## src/lasa_pkg.sv

```systemverilog
// ----------------------------------------------------------------------------
// Skyline atlas allocator package
// Shared defaults, status and opcode codes, beat payload types and the
// command group that steers the window scan unit.
// ----------------------------------------------------------------------------
package lasa_pkg;

  localparam int PAGE_WIDTH_DEF  = 128;
  localparam int PAGE_HEIGHT_DEF = 128;
  localparam int NUM_PAGES_DEF   = 256;

  localparam logic       OP_ALLOC   = 1'b0;
  localparam logic       OP_CLEAR   = 1'b1;

  localparam logic [1:0] ST_OK      = 2'd0;
  localparam logic [1:0] ST_FULL    = 2'd1;
  localparam logic [1:0] ST_CLEARED = 2'd2;

  typedef struct packed {
    logic       op;
    logic [7:0] rect_width;
    logic [7:0] rect_height;
  } lasa_req_t;

  typedef struct packed {
    logic [1:0] status;
    logic [7:0] page;
    logic [6:0] pos_x;
    logic [6:0] pos_y;
  } lasa_rsp_t;

  // Issue commands for the scan unit. Data for a p1 or p2 issue arrives from
  // the skyline memory in the cycle after the issue.
  typedef struct packed {
    logic start;
    logic p1;
    logic p2;
  } lasa_scan_cmd_t;

endpackage

```

## src/lasa_scan.sv

```systemverilog
// ----------------------------------------------------------------------------
// Skyline window scan unit
// Finds the lowest sliding-window maximum of one page's skyline, leftmost on
// ties, with a two-pass block decomposition: a right-to-left pass stores the
// block suffix maxima in a local memory, a left-to-right pass forms the block
// prefix maxima on the fly and combines both into each window's maximum.
// ----------------------------------------------------------------------------
module lasa_scan
  import lasa_pkg::*;
#(
  parameter int  PAGE_WIDTH  = PAGE_WIDTH_DEF,
  parameter int  PAGE_HEIGHT = PAGE_HEIGHT_DEF,
  localparam int COL_W       = $clog2(PAGE_WIDTH),
  localparam int HGT_W       = $clog2(PAGE_HEIGHT + 1)
) (
  input  logic             clk,
  input  logic             rst,
  input  lasa_scan_cmd_t   cmd,
  input  logic [COL_W-1:0] col,
  input  logic [COL_W-1:0] wm1,
  input  logic [HGT_W-1:0] hgt,
  output logic             found,
  output logic [HGT_W-1:0] best,
  output logic [COL_W-1:0] bx
);

  logic [HGT_W-1:0] aux_mem [PAGE_WIDTH];
  logic [HGT_W-1:0] aux_rd;

  logic [COL_W-1:0] wm1_q;
  logic [COL_W-1:0] blk_cnt;
  logic [COL_W-1:0] edge_cnt;
  logic [COL_W-1:0] st_cnt;
  logic [COL_W-1:0] s_col;
  logic [COL_W-1:0] s_st;
  logic             s_p1;
  logic             s_p2;
  logic             s_win;
  logic             s_rst;
  logic [HGT_W-1:0] suf;
  logic [HGT_W-1:0] pre;

  logic [HGT_W-1:0] suf_new;
  logic [HGT_W-1:0] pre_new;
  logic [HGT_W-1:0] top;
  logic [COL_W-1:0] cnt_cur;
  logic             win_i;

  always_comb begin
    suf_new = (blk_cnt == '0 || hgt > suf) ? hgt : suf;
    pre_new = (s_rst || hgt > pre) ? hgt : pre;
    top     = (aux_rd > pre_new) ? aux_rd : pre_new;
    // The first block of the forward pass is the partial one that the
    // backward pass left over; its size is what the block counter holds.
    cnt_cur = (col == '0) ? blk_cnt : edge_cnt;
    win_i   = (col >= wm1_q);
  end

  always_ff @(posedge clk) begin
    if (rst) begin
      s_p1  <= 1'b0;
      s_p2  <= 1'b0;
      found <= 1'b0;
    end else begin
      s_p1 <= cmd.p1;
      s_p2 <= cmd.p2;
      if (cmd.start) begin
        wm1_q   <= wm1;
        blk_cnt <= '0;
        st_cnt  <= '0;
        found   <= 1'b0;
        best    <= HGT_W'(PAGE_HEIGHT);
        bx      <= '0;
      end
      if (cmd.p1) begin
        s_col <= col;
      end
      if (cmd.p2) begin
        s_win    <= win_i;
        s_st     <= st_cnt;
        s_rst    <= (cnt_cur == '0) || (col == '0);
        edge_cnt <= (cnt_cur == '0) ? wm1_q : cnt_cur - 1'b1;
        if (win_i) begin
          st_cnt <= st_cnt + 1'b1;
        end
      end
      if (s_p1) begin
        suf     <= suf_new;
        blk_cnt <= (blk_cnt == wm1_q) ? '0 : blk_cnt + 1'b1;
      end
      if (s_p2) begin
        pre <= pre_new;
        if (s_win && top < best) begin
          best  <= top;
          bx    <= s_st;
          found <= 1'b1;
        end
      end
    end
  end

  always_ff @(posedge clk) begin
    if (s_p1) begin
      aux_mem[s_col] <= suf_new;
    end
    if (cmd.p2) begin
      aux_rd <= aux_mem[st_cnt];
    end
  end

endmodule

```

## config.mk

```make
export PLATFORM = sky130hd
export DESIGN_NAME = lasa_scan
export DESIGN_NICKNAME = d
export VERILOG_FILES = /design/src/lasa_pkg.sv /design/src/lasa_scan.sv
export SDC_FILE = /design/constraint.sdc
export NUM_CORES = 1
export LEC_CHECK = 0
export BUFFER_PORTS_ARGS = -buffer_cell sky130_fd_sc_hd__buf_4
export CAP_MARGIN = 15
export CORE_MARGIN = 2
export CORE_UTILIZATION = 47
export DETAILED_ROUTE_END_ITERATION = 8
export PLACE_DENSITY = 0.61
export REMOVE_ABC_BUFFERS = 1
export SYNTH_ARGS = -nofsm -noshare
export SYNTH_HDL_FRONTEND = slang
export SYNTH_SLANG_ARGS = --single-unit
```

## constraint.sdc

```tcl
create_clock -name clk -period 10.2 [get_ports clk]
set_clock_uncertainty 0.2 [all_clocks]
set_input_delay 0 -clock clk [delete_from_list [all_inputs] [get_ports clk]]
set_output_delay 0 -clock clk [all_outputs]
set_load 0.01 [all_outputs]
```

==> results.yml <==
run_status:
  status: "finished, final reports clean"
clock_tree:
  path_clk_slew_ns: 0.06
  numCtsBuffers: 111
  htreeDepth: 3
  cts_sinks: 1110
  cts-root-buf: "clkbuf_16"
  cts_tree: "done"
  cts_buffer_depth: 3
  clock_latency_ns: 0.68
  postCtsSetupBuffers: 0
synth:
  yosysSeqAreaShare_pct: 75.1
  synth_edf_count: 1107
  synth_common_cells: "1107 x edfxtp_1, 336 x mux4_2, 151 x nor2_1"
  postSynthAreaPerCell_sq_um: 21.7
  synth_top_area_share_pct: 75.0
  syn_inst: 2048
  synth_top_area_cell: "edfxtp_1"
  synth.most_common_cell: "edfxtp_1"
  ys.flop_type: "edfxtp_1"
  yosysWarningCount: 0
  synth_area_sq_um: 44300
  async_flop_share_pct: 0
  ys_ff_latch: 1110
  ys_types: 50
  ys_top_cells_by_area: "edfxtp_1 75%, mux4_2 17%, nor2_1 1.3%, ha_1 1.2%, mux2_2 0.63%"
setup_path:
  start_kind: "register"
  worst-setup-path-type: "reg -> reg"
  slowest_delay_ns: 0.88
  cp_slowest_cell: "nor3_2"
  worstPathMaxFanout: 18
  crit_path_end_kind: "register"
  crit_buf_inv: 2
  arrival_ns: 7.14
  worst_ep_required_time_ns: 10.43
  crit_chain: "inv_1 -> ha_1 -> a211oi_1 -> nor2_1 -> o31ai_2 -> and2_1 -> mux2_2 -> inv_1 -> ha_1 -> a21oi_1 -> o21ai_0 -> o21ai_0 -> o31a_1 -> o211ai_2 -> o21ai_0 -> ha_1 -> a21oi_1 -> nor2b_1 -> o21ai_0 -> o21ai_0 -> nor3_2 -> and2_1 -> a311oi_4 -> a32o_1"
  path_delay_family: "compound AO/OA/AOI/OAI gates"
  crit_top_cell: "o21ai_0"
drt:
  routed-via-count: 20914
  routed_wl_microns: 98900
  avgViaCountPerCell: 5.93
  routedWlPerCell_microns: 28.0
  route.detailed.drc: 0
  dr.pass1.iters: 6
  antenna_left: 0
  drt_iter0_drc: 2107
placement:
  dp_hpwl_microns: 59000
  port_buffers: 42
  gp_congestion: 0.862
  dpl_cell_area_sq_um: 46100
power:
  powerDensity_nw_per_um2: 204
  peakVddDrop_mv: 0.162
  p_leak_nw: 15.9
  finalPower_mw: 10.3
timing:
  hold_violations: 0
  fin_tns_setup_ns: 0
  tightest_slew_ns: 1.17
  clock.fmax_ghz: 0.145
  setup_viol: 0
  min_period_ns: 6.91
  rsz0062_at_grt: "false"
  relSlewSlack_pct: 21.2
  min_period_over_period_pct: 67.8
  maxSlewViolCount: 0
floorplanning:
  die-area_sq_um: 96800
  ios: 43
  start_util_pct: 47.4
  die_w_microns: 311
  rows: 112
  chipHeight_microns: 311
  core_sq_um: 93500
min_path:
  hp-class: "in -> reg"
global_routing:
  grt_pass1_wl_microns: 147000
  grt_pass1_vias: 21363
  grt-ovfl-total: 0
  track_usage_pct: 20.6
  grt_max_degree: 145
  antenna_found_initial: 2
finish:
  final_util_pct: 53.9
  drive_above_1_share_pct: 27.5
  final_nets: 2251
  final_area_sq_um: 50400
  fillers: 7009
  synthToLayoutAreaGrowth_pct: 13.7
flow_run:
  maxCapViolations: 0
## per-layer routing
metal	wire length [microns]	GRT usage, %	share of wire, %
met1	42400	30.2	43
met2	48600	33.1	49
met3	6170	2.78	6.2
met4	1810	5.25	1.8
met5	0	0	0
## stage by stage
step / hold WS [ns] / setup slack, ns / cells
6_report: 0.0545 / 3.29 / 3529
5_1_grt: 0.0468 / 2.81 / 3528
4_1_cts: 0.00357 / 3.48 / 3528
3_5_place_dp: -0.0190 / 3.50 / 3277
3_3_place_gp: -0.0170 / 3.75 / 3276
2_1_floorplan: -0.128 / -2.02 / 1944
## path summary, 6_finish.rpt
path / cells past startpoint / startpoint / slack, ns / end
max: 24 / pre[5] / 3.29 / best[3]
min: 3 / hgt[7] / 0.05 / pre[7]
max reg2reg: 24 / pre[5] / 3.29 / best[3]
min reg2reg: 0 / st_cnt[4] / 0.27 / s_st[4]
## power breakdown
group	internal [mW]	switching, mW
sequential	5.13	0.0380
combinational	0.379	0.532
clock	2.50	1.72
## registers in the layout, indices dropped and copies added (netlist names)
name      cells
s_win         1
s_p1          1
pre           8
aux_mem    1024
s_col         7
st_cnt        7
blk_cnt       7
bx            7
s_rst         1
edge_cnt      7
aux_rd        8
s_st          7
found         1
wm1_q         7
best          8
suf           8
s_p2          1
## area by class of cell
cell class	instances	area (sq um)	area share, %
Antenna cell	1	2.50	0.00496
Clock buffer	126	2870	5.68
Clock inverter	79	940	1.86
Inverter	47	176	0.350
Multi-Input combinational cell	787	10500	20.8
Sequential cell	1110	33300	66.1
Tap cell	1254	1570	3.11
Timing Repair Buffer	125	1090	2.16
## repair_timing
item | CTS | global route
resized for setup | 0 | 0
endpoints found under the setup margin | 0 | 0
hold buffers | 46 | 0
hold endpoints to repair | 365 | 0
## placed cells by master, fill, tap and decap left out, drive strengths merged, types with 3 or more instances in the layout
cell         Yosys  final
edfxtp        1107   1107
mux4           336    336
nor2           151    151
clkbuf          62    126
buf             42     79
inv             47     50
clkinv           0     49
dlygate4sd3      0     46
ha              42     42
nand2           40     40
mux2            25     25
o21ai           24     24
nand3           23     23
a21oi           20     20
bufinv           0     19
nor2b           17     17
nor3            15     15
a32o            14     14
xnor2           10     10
xor2             8      8
clkinvlp         0      8
nand4            7      7
a21o             6      6
mux2i            6      6
and3             5      5
nand2b           4      4
or2              3      3
a211o            3      3
dfxtp            3      3
## cells by family (layout without fill, tap and decap cells)
group                      Yosys count  count (layout)  synth area share [%]
muxes                              367             367                  17.8
and+or+nand+nor                    276             276                  2.74
AOI/OAI and AO/OA                   84              84                  1.35
adders and majority gates           42              42                  1.19
buffers and inverters              151             377                  1.43
DFF                               1110            1110                  75.1
xor gates and xnor gates            18              18                 0.356
other                                0               1                     0
## worst min-delay path: stages
cell           delay, ns
dlygate4sd3_1       0.53
buf_4               0.14
mux2_2              0.16
Power figures use the tool's default switching activity.
